[src/rtl/mi4_pkg.sv]
// Shared types, widths and cofactor tables for the 4x4 matrix inverse block.
package mi4_pkg;

  localparam int unsigned FracBitsDefault = 16;
  localparam int unsigned QueueDepthDefault = 2;

  localparam int unsigned ElemW = 32;
  localparam int unsigned MinorW = 66;   // 2x2 minor, 65 bits plus margin
  localparam int unsigned AdjW = 100;    // adjugate entry, 99 bits plus margin
  localparam int unsigned AccW = 136;    // determinant, 133 bits plus margin
  localparam int unsigned OperW = 128;   // wide operand, four 32-bit limbs

  localparam int unsigned NumMinors = 18;
  localparam int unsigned NumElems = 16;

  typedef logic [NumElems-1:0][ElemW-1:0] mat_t;

  typedef enum logic [2:0] {
    ST_IDLE,
    ST_LDA,
    ST_LDB,
    ST_MUL,
    ST_DSET,
    ST_DIV,
    ST_EMIT
  } back_state_e;

  typedef enum logic [1:0] {
    PH_MINOR,
    PH_ADJ,
    PH_DET
  } phase_e;

  // minor k = m[a]*m[b] - m[c]*m[d]
  localparam logic [3:0] MINOR_TAB [NumMinors][4] = '{
    '{4'd10, 4'd15, 4'd11, 4'd14}, '{4'd9, 4'd15, 4'd11, 4'd13},
    '{4'd9, 4'd14, 4'd10, 4'd13},  '{4'd8, 4'd15, 4'd11, 4'd12},
    '{4'd8, 4'd14, 4'd10, 4'd12},  '{4'd8, 4'd13, 4'd9, 4'd12},
    '{4'd6, 4'd15, 4'd7, 4'd14},   '{4'd5, 4'd15, 4'd7, 4'd13},
    '{4'd5, 4'd14, 4'd6, 4'd13},   '{4'd6, 4'd11, 4'd7, 4'd10},
    '{4'd5, 4'd11, 4'd7, 4'd9},    '{4'd5, 4'd10, 4'd6, 4'd9},
    '{4'd4, 4'd15, 4'd7, 4'd12},   '{4'd4, 4'd14, 4'd6, 4'd12},
    '{4'd4, 4'd11, 4'd7, 4'd8},    '{4'd4, 4'd10, 4'd6, 4'd8},
    '{4'd4, 4'd13, 4'd5, 4'd12},   '{4'd4, 4'd9, 4'd5, 4'd8}
  };

  // adjugate i = +/- (m[e0]*M[k0] - m[e1]*M[k1] + m[e2]*M[k2]); first entry 1 = negate
  localparam logic [4:0] ADJ_TAB [NumElems][7] = '{
    '{5'd0, 5'd5, 5'd0, 5'd6, 5'd1, 5'd7, 5'd2},
    '{5'd1, 5'd1, 5'd0, 5'd2, 5'd1, 5'd3, 5'd2},
    '{5'd0, 5'd1, 5'd6, 5'd2, 5'd7, 5'd3, 5'd8},
    '{5'd1, 5'd1, 5'd9, 5'd2, 5'd10, 5'd3, 5'd11},
    '{5'd1, 5'd4, 5'd0, 5'd6, 5'd3, 5'd7, 5'd4},
    '{5'd0, 5'd0, 5'd0, 5'd2, 5'd3, 5'd3, 5'd4},
    '{5'd1, 5'd0, 5'd6, 5'd2, 5'd12, 5'd3, 5'd13},
    '{5'd0, 5'd0, 5'd9, 5'd2, 5'd14, 5'd3, 5'd15},
    '{5'd0, 5'd4, 5'd1, 5'd5, 5'd3, 5'd7, 5'd5},
    '{5'd1, 5'd0, 5'd1, 5'd1, 5'd3, 5'd3, 5'd5},
    '{5'd0, 5'd0, 5'd7, 5'd1, 5'd12, 5'd3, 5'd16},
    '{5'd1, 5'd0, 5'd10, 5'd1, 5'd14, 5'd3, 5'd17},
    '{5'd1, 5'd4, 5'd2, 5'd5, 5'd4, 5'd6, 5'd5},
    '{5'd0, 5'd0, 5'd2, 5'd1, 5'd4, 5'd2, 5'd5},
    '{5'd1, 5'd0, 5'd8, 5'd1, 5'd13, 5'd2, 5'd16},
    '{5'd0, 5'd0, 5'd11, 5'd1, 5'd15, 5'd2, 5'd17}
  };

endpackage

[src/rtl/mi4_front.sv]
// Front end: element store and job launch on a write to the last position.
module mi4_front (
  input  logic                      clk_i,
  input  logic                      rst_ni,
  input  logic                      in_valid_i,
  output logic                      in_ready_o,
  input  logic [3:0]                element_position_i,
  input  logic signed [31:0]        element_value_i,
  input  logic                      q_full_i,
  output logic                      push_o,
  output mi4_pkg::mat_t             push_data_o
);

  logic [mi4_pkg::NumElems-1:0][mi4_pkg::ElemW-1:0] store_q, store_d;
  logic                                             xfer;

  assign in_ready_o = ~q_full_i;
  assign xfer       = in_valid_i & in_ready_o;

  always_comb begin
    store_d = store_q;
    if (xfer) begin
      store_d[element_position_i] = element_value_i;
    end
  end

  always_ff @(posedge clk_i or negedge rst_ni) begin
    if (!rst_ni) begin
      store_q <= '0;
    end else begin
      store_q <= store_d;
    end
  end

  // snapshot includes the element written in this transfer
  assign push_o      = xfer & (element_position_i == 4'd15);
  assign push_data_o = store_d;

endmodule

[config.mk]
export PLATFORM = sky130hd
export DESIGN_NAME = mi4_front
export DESIGN_NICKNAME = d
export VERILOG_FILES = /design/src/rtl/mi4_pkg.sv /design/src/rtl/mi4_front.sv
export SDC_FILE = /design/constraint.sdc
export NUM_CORES = 1
export LEC_CHECK = 0
export BUFFER_PORTS_ARGS = -buffer_cell sky130_fd_sc_hd__buf_2
export CORE_MARGIN = 2
export CORE_UTILIZATION = 31
export CTS_BUF_LIST = sky130_fd_sc_hd__clkbuf_8
export DETAILED_ROUTE_END_ITERATION = 8
export PLACE_DENSITY = 0.64
export SLEW_MARGIN = 20
export SYNTH_ARGS = -nofsm -noshare
export SYNTH_HDL_FRONTEND = slang
export SYNTH_SLANG_ARGS = --single-unit
[constraint.sdc]
create_clock -name clk_i -period 3.6 [get_ports clk_i]
set_clock_uncertainty 0.1 [all_clocks]
set_input_delay 0.18 -clock clk_i [delete_from_list [all_inputs] [get_ports clk_i]]
set_output_delay 0.18 -clock clk_i [all_outputs]
set_load 0.02 [all_outputs]
* Word level (Yosys, flattened, before mapping)
Index checks and enable logic that the tools add are counted. W data, S select, Z words.
Word-level totals: register bits after elaboration 512, output and inout port bits 514, bits of input ports 40, logic and storage cells 27
Operators by class: muxes and demuxes 4, eq/ne operators 1, bitwise operators 3, reductions and logical operators 1, order comparisons 2
Operator list (count):
- $bwmux W512 | 1
- $mux W512 | 1
- $demux W32 S4 | 1
- $mux W32 | 1
- $lt A4 B5 Y1 const B | 1
- $eq A4 B4 Y1 const B | 1
- $ge A4 B1 Y1 const B | 1
- $and A1 B1 Y1 | 2
- $logic_and A1 B1 Y1 | 1
- $not A1 Y1 | 1

* Depth between registers and ports, before layout
depth after elaboration 6, depth in mapped cells 5, gate-level depth less buffers 3

* Least setup slack after synthesis
No wires, ideal clock.
kind input port to output port, from in element_position_i[0], to out push_data_o[391] (netlist name), path slack 1.948 ns, path buffers 2, data required time 3.320 ns, stages on the path 5, arrival 1.372 ns, cells stage by stage nor4b_4 > nor2b_1 > clkbuf_2 > buf_4 > mux2_1
RTL lines:
- from (decl) | RTL line mi4_front.sv:7 | input logic [3:0] element_position_i,
- to (decl) | RTL line mi4_front.sv:11 | output mi4_pkg::mat_t push_data_o

==> metrics.md <==
| Metric | Value |
|---|---|
| Run status | complete, no violations |
| Final hold viol count | 0 |
| Maximum achievable frequency | 0.386 GHz |
| Biggest register | store_q |
| 1st-pass router iterations | 4 |
| WS Path Type | input pin to primary output |
| Sequential cell area fraction in the yosys report | 66.8% |
| DP HPWL | 40.3 mm |
| Slowest CP cell | nand2b_2 |
| Final instance area | 25000 sq um |
| CP Launch Type | input pin |
| GRT Util Overall | 18.0% |
| Commonest non-fill, non-tap cell in the layout | buf_2 |
| Initial antenna violation count | 3 |
| Crit-path max FO | 32 |
| Post-DP Area | 22900 sq um |
| RSZ-0062 raised after global routing | false |
| Std cell rows | 91 |
| Avg Inst Size Synth | 16.9 sq um |
| HP Class | input pin to async pin |
| Layout cells sized above 1 | 67.3% |
| Setup tns final | 0 ns |
| CP bufs+invs | 2 |
| Max FFs per register | 512 |
| Total CTS buffers | 88 |
| Clock Latency Late Sink | 0.66 ns |
| Share of the synthesized area in the top cell type | 66.8% |
| Synthesized area | 19200 sq um |
| Initial Utilization | 31.2% |
| Max rail drop VDD | 380 uV |
| Most common cell on crit path | buf_2 |
| DRT antenna net count | 0 |
| Via Count | 12000 |
| Area contributors post-synth | dfrtp_1 67%, mux2_2 29%, mux2_1 1.1% |
| Reg2Reg Depth | 1 |
| Synth Instances | 1135 |
| Worst path required time | 3.32 ns |
| Max H-tree Level | 3 |
| Library cells used by synthesis | 18 |
| IO Count | 554 |
| Initial detailed-routing violation count | 464 |
| PortBufs | 553 |
| Die height | 253 um |
| Post-CTS Setup Repair Bufs | 0 |
| Die Wd | 253 um |
| CTS max path bufs | 3 |
| Total Power | 0.0171 W |
| YS warnings | 0 |
| Clk sinks | 512 |
| CP top delay family | simple AND/OR/NAND/NOR gates |
| Global route overflow | 0 |
| Placeable Area | 61500 sq um |
| Final Max Tran Viols | 0 |
| WL final | 58.5 mm |
| #FFs+latches synth | 512 |
| Worst path depth | 5 |
| Nets | 1787 |
| Crit path DAT | 2.31 ns |
| Slew margin rel. | 30.8% |
| Fin crit period | 2.59 ns |
| Hold_ws | 0.0540 ns |
| Critical Path End Type | primary output |
| Syn Nets | 1175 |
| Clk pin slew, worst setup/hold paths | 0.06 ns |
| Clk root buf | clkbuf_8 |
| # Max-Cap Violations | 0 |
| Via-per-instance ratio | 4.61 |
| Wire length per cell | 22.4 um |
| CP peak stage delay | 0.80 ns |
| Routability Congestion | 0.795 |
| Vias in the first global route | 13100 |
| Tcrit/Tclk final | 72.0% |
| Pwr dens | 683 nW/um^2 |
| Area leader, netlist | dfrtp_1 |
| Drt drc | 0 |
| Biggest regs | store_q: 512 flops |
| Leak | 13.0 nW |
| Pin count of the biggest net entering global routing | 110 |
| Worst Tran Pin Value | 1.03 ns |
| Cell Chain, Critical Path | buf_2 > nand4b_1 > nand2b_2 > mux2_1 > buf_2 |
| First-pass GRT wire length | 85.3 mm |
| Most frequent cells in the layout | 552 x buf_2, 512 x dfrtp_1, 494 x mux2_2 |
| Setup Viol. Count Final | 0 |
| CTS tree | done |
| Layout area overhead | 30.3% |
| Die area | 63900 sq um |
==> cells by family after synthesis <==
logic type	synth area share, %
flip-flops	66.8
multiplexers	30.0
buffers and inverters	2.37
AND/OR/NAND/NOR	0.809
==> cell type report <==
type | instances | area (sq um)
inverters | 1 | 3.75
well taps | 790 | 988
clock inverters | 41 | 244
diodes | 5 | 12.5
multi-input cells | 536 | 5990
fillers | 5783 | 36500
clock buffers | 115 | 1580
repair buffers | 608 | 3370
flip-flops and latches | 512 | 12800
==> layer usage <==
layer / GRT usage, % / vias to the layer above / part of all wire [%]
li1: - / 5215 / -
met1: 22.1 / 6283 / 41
met2: 29.8 / 410 / 49
met3: 5.73 / 103 / 7.5
met4: 6.27 / 0 / 2.8
met5: 0 / - / 0
==> metrics by stage <==
stage / instances / utilization [%] / worst slack (ns)
3_5_place_dp: 2416 / 37.2 / 1.02
6_report: 2608 / 40.7 / 1.01
3_3_place_gp: 2416 / 37.2 / 1.09
4_1_cts: 2603 / 40.6 / 1.01
5_1_grt: 2604 / 40.7 / 0.915
2_1_floorplan: 1135 / - / 1.95
==> power by group <==
group / internal [W] / switching (W)
logic: 0.00166 / 0.00297
registers: 0.00686 / 0.000262
clock network: 0.00294 / 0.00238
total: 0.0115 / 0.00561
==> synthesized netlist by cell type <==
cell type and instances:
nor4b_4 1, and4bb_2 1, dfrtp_1 512, clkbuf_1 34, inv_1 1, buf_6 6
mux2_2 494, nor2_1 1, nand4b_1 1, mux2_1 18, buf_4 10, buf_2 34
nor2_2 1, nand2_1 10, nor2b_1 7, clkbuf_2 2, and4bb_1 1, nand2b_1 1
==> timing repair <==
item,4_1_cts,5_1_grt
endpoints found under the hold margin,575,0
hold buffers,31,0
resized for setup,0,0
==> worst paths after layout <==
| path | startpoint | to | slack, ns |
|---|---|---|---|
| max | q_full_i | push_data_o[103] | 1.01 |
| min | rst_ni | store_q[34] | 0.05 |
| max reg2reg | store_q[103] | store_q[103] | 2.69 |
| min reg2reg | store_q[473] | store_q[473] | 0.38 |
| max in group asynchronous | rst_ni | store_q[437] | 2.15 |
| min in group clk_i | element_value_i[0] | store_q[256] | 0.06 |
No activity file was read; power rests on OpenSTA's default activity.
