`src/rtl/mi4_pkg.sv`:
```
// Shared types, widths and cofactor tables for the 4x4 matrix inverse block.
package mi4_pkg;

  localparam int unsigned FracBitsDefault = 16;
  localparam int unsigned QueueDepthDefault = 2;

  localparam int unsigned ElemW = 32;
  localparam int unsigned MinorW = 66;   // 2x2 minor, 65 bits plus margin
  localparam int unsigned AdjW = 100;    // adjugate entry, 99 bits plus margin
  localparam int unsigned AccW = 136;    // determinant, 133 bits plus margin
  localparam int unsigned OperW = 128;   // wide operand, four 32-bit limbs

  localparam int unsigned NumMinors = 18;
  localparam int unsigned NumElems = 16;

  typedef logic [NumElems-1:0][ElemW-1:0] mat_t;

  typedef enum logic [2:0] {
    ST_IDLE,
    ST_LDA,
    ST_LDB,
    ST_MUL,
    ST_DSET,
    ST_DIV,
    ST_EMIT
  } back_state_e;

  typedef enum logic [1:0] {
    PH_MINOR,
    PH_ADJ,
    PH_DET
  } phase_e;

  // minor k = m[a]*m[b] - m[c]*m[d]
  localparam logic [3:0] MINOR_TAB [NumMinors][4] = '{
    '{4'd10, 4'd15, 4'd11, 4'd14}, '{4'd9, 4'd15, 4'd11, 4'd13},
    '{4'd9, 4'd14, 4'd10, 4'd13},  '{4'd8, 4'd15, 4'd11, 4'd12},
    '{4'd8, 4'd14, 4'd10, 4'd12},  '{4'd8, 4'd13, 4'd9, 4'd12},
    '{4'd6, 4'd15, 4'd7, 4'd14},   '{4'd5, 4'd15, 4'd7, 4'd13},
    '{4'd5, 4'd14, 4'd6, 4'd13},   '{4'd6, 4'd11, 4'd7, 4'd10},
    '{4'd5, 4'd11, 4'd7, 4'd9},    '{4'd5, 4'd10, 4'd6, 4'd9},
    '{4'd4, 4'd15, 4'd7, 4'd12},   '{4'd4, 4'd14, 4'd6, 4'd12},
    '{4'd4, 4'd11, 4'd7, 4'd8},    '{4'd4, 4'd10, 4'd6, 4'd8},
    '{4'd4, 4'd13, 4'd5, 4'd12},   '{4'd4, 4'd9, 4'd5, 4'd8}
  };

  // adjugate i = +/- (m[e0]*M[k0] - m[e1]*M[k1] + m[e2]*M[k2]); first entry 1 = negate
  localparam logic [4:0] ADJ_TAB [NumElems][7] = '{
    '{5'd0, 5'd5, 5'd0, 5'd6, 5'd1, 5'd7, 5'd2},
    '{5'd1, 5'd1, 5'd0, 5'd2, 5'd1, 5'd3, 5'd2},
    '{5'd0, 5'd1, 5'd6, 5'd2, 5'd7, 5'd3, 5'd8},
    '{5'd1, 5'd1, 5'd9, 5'd2, 5'd10, 5'd3, 5'd11},
    '{5'd1, 5'd4, 5'd0, 5'd6, 5'd3, 5'd7, 5'd4},
    '{5'd0, 5'd0, 5'd0, 5'd2, 5'd3, 5'd3, 5'd4},
    '{5'd1, 5'd0, 5'd6, 5'd2, 5'd12, 5'd3, 5'd13},
    '{5'd0, 5'd0, 5'd9, 5'd2, 5'd14, 5'd3, 5'd15},
    '{5'd0, 5'd4, 5'd1, 5'd5, 5'd3, 5'd7, 5'd5},
    '{5'd1, 5'd0, 5'd1, 5'd1, 5'd3, 5'd3, 5'd5},
    '{5'd0, 5'd0, 5'd7, 5'd1, 5'd12, 5'd3, 5'd16},
    '{5'd1, 5'd0, 5'd10, 5'd1, 5'd14, 5'd3, 5'd17},
    '{5'd1, 5'd4, 5'd2, 5'd5, 5'd4, 5'd6, 5'd5},
    '{5'd0, 5'd0, 5'd2, 5'd1, 5'd4, 5'd2, 5'd5},
    '{5'd1, 5'd0, 5'd8, 5'd1, 5'd13, 5'd2, 5'd16},
    '{5'd0, 5'd0, 5'd11, 5'd1, 5'd15, 5'd2, 5'd17}
  };

endpackage

```
`src/rtl/mi4_queue.sv`:
```
// Short job queue between the front end and the inversion engine.
module mi4_queue #(
  parameter int unsigned DEPTH = mi4_pkg::QueueDepthDefault
) (
  input  logic          clk_i,
  input  logic          rst_ni,
  input  logic          push_i,
  input  mi4_pkg::mat_t push_data_i,
  output logic          full_o,
  input  logic          pop_i,
  output logic          valid_o,
  output mi4_pkg::mat_t head_o
);

  localparam int unsigned PtrW = (DEPTH > 1) ? $clog2(DEPTH) : 1;
  localparam int unsigned CntW = $clog2(DEPTH + 1);

  mi4_pkg::mat_t   mem_q [DEPTH];
  logic [PtrW-1:0] wr_ptr_q, rd_ptr_q;
  logic [CntW-1:0] count_q;

  function automatic logic [PtrW-1:0] ptr_inc(input logic [PtrW-1:0] p);
    if (p == PtrW'(DEPTH - 1)) begin
      return '0;
    end
    return p + PtrW'(1);
  endfunction

  assign full_o  = (count_q == CntW'(DEPTH));
  assign valid_o = (count_q != '0);
  assign head_o  = mem_q[rd_ptr_q];

  always_ff @(posedge clk_i or negedge rst_ni) begin
    if (!rst_ni) begin
      wr_ptr_q <= '0;
      rd_ptr_q <= '0;
      count_q  <= '0;
    end else begin
      if (push_i) begin
        wr_ptr_q <= ptr_inc(wr_ptr_q);
      end
      if (pop_i) begin
        rd_ptr_q <= ptr_inc(rd_ptr_q);
      end
      if (push_i && !pop_i) begin
        count_q <= count_q + CntW'(1);
      end else if (pop_i && !push_i) begin
        count_q <= count_q - CntW'(1);
      end
    end
  end

  always_ff @(posedge clk_i) begin
    if (push_i) begin
      mem_q[wr_ptr_q] <= push_data_i;
    end
  end

endmodule

```
`config.mk`:
```
export PLATFORM = sky130hd
export DESIGN_NAME = mi4_queue
export DESIGN_NICKNAME = d
export VERILOG_FILES = /design/src/rtl/mi4_pkg.sv /design/src/rtl/mi4_queue.sv
export SDC_FILE = /design/constraint.sdc
export NUM_CORES = 1
export LEC_CHECK = 0
export BUFFER_PORTS_ARGS = -buffer_cell sky130_fd_sc_hd__clkbuf_2
export CAP_MARGIN = 10
export CORE_AREA = 5 5 396 398
export DETAILED_ROUTE_END_ITERATION = 16
export DIE_AREA = 0 0 401 403
export HOLD_SLACK_MARGIN = 0.03
export PLACE_DENSITY = 0.54
export REMOVE_ABC_BUFFERS = 1
export SLEW_MARGIN = 20
export SYNTH_ARGS = -nofsm -noshare
export SYNTH_HDL_FRONTEND = slang
export SYNTH_SLANG_ARGS = --single-unit
export TNS_END_PERCENT = 20
```
`constraint.sdc`:
```
create_clock -name clk_i -period 32.3 [get_ports clk_i]
set_clock_uncertainty 0.2 [all_clocks]
set_input_delay 3.23 -clock clk_i [delete_from_list [all_inputs] [get_ports clk_i]]
set_output_delay 3.23 -clock clk_i [all_outputs]
set_load 0.005 [all_outputs]
```
# Word level (Yosys, flattened, before mapping)
# Memory sizes are Yosys's and may differ from the RTL's.
# Index checks and enable logic that the tools add are counted.
[totals]
ff_bits = 4
ram_bits = 1024
inputBits = 516
out_inout_bits = 514
memories = 1
[memory_table]
columns = ["memory", "words", "width", "read_ports", "rd_clocked_by_memory_dff", "write_ports", "line_no", "source"]
rows = [
  ["mem_q", 2, 512, 1, 0, 1, "mi4_queue.sv:18", "mi4_pkg::mat_t mem_q [DEPTH];"],
]
[op_classes]
n_addsub = 4
eq_ne = 1
n_mux = 12
n_reduce_logical = 6
[op_table]
columns = ["op", "count"]
rows = [
  ["1-bit 2-to-1 mux", 10],
  ["2-bit 2-to-1 mux", 2],
  ["2-bit nonzero test", 2],
  ["1-bit adder (second input constant)", 2],
  ["2-bit by 1-bit adder with 2-bit output (second input constant)", 1],
  ["2-bit equality test (second input constant)", 1],
  ["1-bit logical AND", 2],
  ["1-bit zero test", 2],
  ["2-bit by 1-bit subtractor with 2-bit output (second input constant)", 1],
]

# Logic depth before layout (Yosys ltp)
# Gate-level depths: netlist (run 1).
[depth]
ltp_word = 4
ltp_mapped = 5
depth_no_buf = 5

# Worst setup path before layout (run 1)
# OpenSTA, ideal clock, no wires.
[synth_timing]
path_type = "input -> register"
from = "input port push_i"
to = "memory mem_q[0][0] (netlist name), enable pin"
setup_time_ps = 1461
t_arrival_ps = 25180
slack_ps = 5459
path_stages = 1
path_cell_list = "nor2b_1"
[synth_via]
elab_chain_len = 2
[synth_rtl]
columns = ["element", "line_no", "source"]
rows = [
  ["from (decl)", "mi4_queue.sv:7", "input logic push_i,"],
  ["1-bit 2-to-1 mux", "mi4_queue.sv:54", "if (push_i) begin"],
  ["1-bit 2-to-1 mux (not written as such)", "mi4_queue.sv:55", "mem_q[wr_ptr_q] <= push_data_i;"],
  ["to (decl)", "mi4_queue.sv:18", ""],
]
# No other way between the ends.

==> impl_metrics.ini, run 1 <==
[timing]
tightest_slew_ps = 1023
min_period_ps = 8342
rsz0062_at_grt = false
finalMaxSlewViolations = 0
totalNegativeSetupSlack_ps = 0
finalHoldViolCount = 0
hold_slack_ps = 291.5
fmax_ghz = 0.1199
max-slew-margin-rel_pct = 31.77
fin_ws_ps = 23960
finalCritPeriodShare_pct = 25.83
setup_viol = 0

[global_route]
antenna_found_initial = 29
groute.usage.overall_pct = 12.13
grt_max_degree = 167
grt_pass1_vias = 19968
grt_pass1_wl_um = 142400
grt_overflow = 0

[finish]
n_fill_cell = 15054
layout.nets = 3230
final_cells = 4857
layout-drive-gt1-share_pct = 60.90
layout_commonest_cell = clkbuf_2
areaGrowthSynthToFinish_pct = 28.49
final_cell_mix = 1029 x clkbuf_2, 1024 x edfxtp_1, 512 x mux2_2

[floorplan]
start_util_pct = 24.40
coreArea_um2 = 153000
die-width_um = 401
dieArea_um2 = 161600
std_cell_rows = 144
dieHeight_um = 403
io_pins = 1030

[logic_synthesis]
synth_top_family_by_area = multiplexers
synthAdderAreaFrac_pct = 0.03353
syn_avg_cell_area_um2 = 23.20
ys_seq_elements = 1028
synthMuxAreaShare_pct = 15.45
synthCells = 1609
netlist.top_cell.by_area = edfxtp_1
ys_types = 13
synth_area_um2 = 37320
ys_seq_area_share_pct = 82.66
yosys_warnings = 0
synthTopCellsByArea = edfxtp_1 82%, mux2_2 15%, buf_6 1.6%
synth_top_area_share_pct = 82.39
synth_xor_area_share_pct = 0.1173
synthSimpleGateAreaFrac_pct = 0.07711
synth_compound_area_share_pct = 0

[critical_path]
cp_common_cell = buf_4
startpoint = rd_ptr_q$_DFFE_PN0P_
arrival_ps = 4910
path_max_fanout = 84
worst_setup_path_end_kind = output pin
required_ps = 28870
crit_path_start_kind = flip-flop
r2r-start = wr_ptr_q$_DFFE_PN0P_
cpPeakStageDelay_ps = 1050
crit_slowest_cell = dfrtp_4
r2r_slack_ps = 27500
path_class = reg -> out
path_cells = buf_4 -> buf_4 -> buf_4 -> mux2_2 -> clkbuf_2

[clocking]
cts_max_path_buffers = 3
cts_sinks = 1028
clkTransAtPathRegs_ps = 60
cts_hold_buf = 0
post_cts_resized = 0
cts_root_buffer = clkbuf_16
postCtsSetupRepairBufs = 0
cts_tree = built
clk_latency_ps = 690
cts_max_level = 3
cts_buffers = 109

[drt]
wl_per_cell_um = 21.29
wl_um = 103400
drtIter0Drc = 1123
ant_nets = 0
drc_errors = 0
vias_per_cell = 3.981
route.vias.total = 19335
drt_pass1_iterations = 5

[hold_path]
hp-class = reg -> reg
min_from = count_q[1]$_DFFE_PN0P_

[placed_design]
gp_congestion = 0.8696
port_buffers = 1029
post-dp-hpwl_um = 75930
place_inst = 4646
pre_cts_slack_ps = 24470

[run_status]
outcome = complete, no violations

[pwr]
vdd_drop_max_mv = 0.08134
total_power_mw = 4.098
power.density_nw_per_um2 = 85.46
power_leakage_nw = 17.70

[run]
drv_cap = 0
synthesized netlist by cell type:
cell type  instances
xnor2_1            1
nor2_1             1
and2_1             1
buf_6             53
mux2_2           512
buf_2              4
inv_1              1
nor2b_1            2
edfxtp_1        1024
xor2_1             4
ha_1               1
or2_2              1
dfrtp_1            4
sequential cells by signal, summed over array words and instances (netlist names):
name	count
count_q	2
mem_q	1024
wr_ptr_q	1
rd_ptr_q	1
metal layers:
metal  global-route usage [%]  vias up  routed length (µm)
li1                         -     8716                   -
met1                    13.50     9699               38240
met5                        0        -                  79
met2                    21.05      744               53010
met3                    4.839      164                9509
met4                    4.321       12                2547
power by group:
group | switching [mW] | leakage (nW) | internal [mW] | total (mW)
sequential | 0.0678 | 9.66 | 1.77 | 1.84
combinational | 0.604 | 6.45 | 0.500 | 1.10
clock | 0.505 | 1.60 | 0.650 | 1.15
cell families after synthesis:
kind of cell / count (synthesis)
mux: 512
xor+xnor: 5
flops: 1028
buf+inv: 58
fa+ha+maj: 1
simple gates: 5
worst max-delay path: cells and delay by family, from the launching register on:
family,cells,cell delay [ps]
multiplexers,1,440
buffers and inverters,4,2450
flip-flops,1,1050
stage by stage:
stage          utilization, %  cell area (µm²)
2_1_floorplan               -            36700
3_3_place_gp            29.16            44610
3_5_place_dp            29.16            44610
4_1_cts                 31.32            47910
5_1_grt                 31.34            47940
6_report                31.35            47950
path summary, 6_finish.rpt:
path / to / depth (start not counted)
min reg2reg: count_q[1]$_DFFE_PN0P_ / 1
max reg2reg: mem_q[1][423]$_DFFE_PP_ / 5
max: head_o[111] / 5
max in group asynchronous: rd_ptr_q$_DFFE_PN0P_ / 1
min in group asynchronous: wr_ptr_q$_DFFE_PN0P_ / 1
min: count_q[1]$_DFFE_PN0P_ / 1
layout make-up:
cell class	count	area (µm²)	share of cell area, %
inverter	1	3.754	0.007828
antenna	15	37.54	0.07828
tap	2044	2557	5.333
clock inverter	58	449.2	0.9367
timing repair buffer	1050	5333	11.12
clock buffer	138	2858	5.960
multi-input combinational	523	5861	12.22
sequential	1028	30850	64.34
Note: power is estimated with default switching activity, not from simulation.
==> run 2, diff against run 1 <==
Clock period 32.3 ns to 8.05 ns, I/O delays scaled along.
==> impl_metrics.ini, run 2 (synthesis results as in run 1) <==
[finish]
layout.nets = 3619
top_register = mem_q
layout-drive-gt1-share_pct = 53.89
fin_area_um2 = 51990
layout_commonest_cell = clkbuf_2
areaGrowthSynthToFinish_pct = 39.31
largest_reg_flops = 1024
final_cell_mix = 1029 x clkbuf_2, 1024 x edfxtp_1, 512 x mux2_2
biggestRegsByFlops = mem_q (1024), count_q (2)

[pwr]
total_power_mw = 16.73
vdd_drop_max_mv = 0.2438
power_leakage_nw = 19.40
power.density_nw_per_um2 = 321.9

[floorplan]
coreArea_um2 = 153000
start_util_pct = 24.40
dieArea_um2 = 161600
std_cell_rows = 144
die-width_um = 401
io_pins = 1030
dieHeight_um = 403

[drt]
vias_per_cell = 4.015
drtIter0Drc = 1074
wl_um = 106600
drc_errors = 0
wl_per_cell_um = 20.30
drt_pass1_iterations = 5
route.vias.total = 21086
ant_nets = 0

[clocking]
cts_max_level = 3
cts_root_buffer = clkbuf_16
cts_sinks = 1028
cts_buffers = 109
clkTransAtPathRegs_ps = 60
postCtsSetupRepairBufs = 0
cts_tree = built
cts_max_path_buffers = 3
clk_latency_ps = 680

[timing]
finalCritPeriodShare_pct = 53.25
fin_ws_ps = 3764
totalNegativeSetupSlack_ps = 0
max-slew-margin-rel_pct = 33.36
tightest_slew_ps = 999.6
setup_viol = 0
fmax_ghz = 0.2333
hold_slack_ps = 118.0
finalHoldViolCount = 0
rsz0062_at_grt = false
finalMaxSlewViolations = 0
min_period_ps = 4286

[global_route]
grt_overflow = 0
grt_pass1_wl_um = 149200
grt_max_degree = 144
groute.usage.overall_pct = 12.46
antenna_found_initial = 29
grt_pass1_vias = 22364

[placed_design]
pre_cts_slack_ps = 4447
port_buffers = 1029
gp_congestion = 0.8436
post-dp-hpwl_um = 77080
place_area_um2 = 44750

[critical_path]
required_ps = 7050
crit_slowest_cell = dfrtp_4
cp_top_family = buffers and inverters
path_cells = buf_12 -> buf_4 -> mux2_2 -> clkbuf_2
path_max_fanout = 101
crit_path_start_kind = flip-flop
critPathBufInv = 3
cpPeakStageDelay_ps = 930
path_class = reg -> out
arrival_ps = 3280
rr_worst_depth = 3
worst_setup_path_end_kind = output pin
worstSetupPathDepth = 4

[hold_path]
hold_depth = 1
hp-class = in -> reg

[run]
drv_cap = 0

[run_status]
outcome = complete, no violations
run 2: repair_timing:
item	in CTS	in global routing
hold buffers	383	1
endpoints found under the hold margin	757	2
endpoints found under the setup margin	0	0
gates resized for setup	0	0
run 2: worst paths after layout:
kind / start / end / slack, ps
worst max-delay path: rd_ptr_q$_DFFE_PN0P_ / head_o[147] / 3760
worst min-delay path: push_data_i[464] / mem_q[0][464]$_DFFE_PP_ / 120
worst max register to register: wr_ptr_q$_DFFE_PN0P_ / mem_q[1][85]$_DFFE_PP_ / 5160
worst min register to register: count_q[1]$_DFFE_PN0P_ / count_q[1]$_DFFE_PN0P_ / 290
max in group asynchronous: rst_ni / rd_ptr_q$_DFFE_PN0P_ / 7160
min in group asynchronous: rst_ni / wr_ptr_q$_DFFE_PN0P_ / 340
run 2: final cells by class:
class	instances	area [µm²]
Multi-Input combinational cell	523	5861
Inverter	1	3.754
Tap cell	2044	2557
Sequential cell	1028	30850
Fill cell	14766	101000
Clock buffer	136	2872
Antenna cell	20	50.05
Timing Repair Buffer	1439	9314
Clock inverter	61	479.2
run 2: routing by layer:
layer | global-route usage (%) | part of all wire, % | vias up
li1 | - | - | 9512
met1 | 13.66 | 37 | 10563
met2 | 21.78 | 51 | 794
met3 | 4.534 | 8.0 | 211
met4 | 5.319 | 3.9 | 6
met5 | 0 | 0.034 | -
run 2: report_power, final:
part           internal (mW)  switching, mW  leakage [nW]
registers               7.10          0.275          9.66
clock network           2.66           2.04          1.63
logic                   2.17           2.49          8.11
run 2: metrics by stage:
stage / util [%] / instances
2_1_floorplan: - / 1552
5_1_grt: 33.98 / 5248
3_3_place_gp: 29.25 / 4651
4_1_cts: 33.95 / 5231
3_5_place_dp: 29.25 / 4651
6_report: 33.99 / 5252
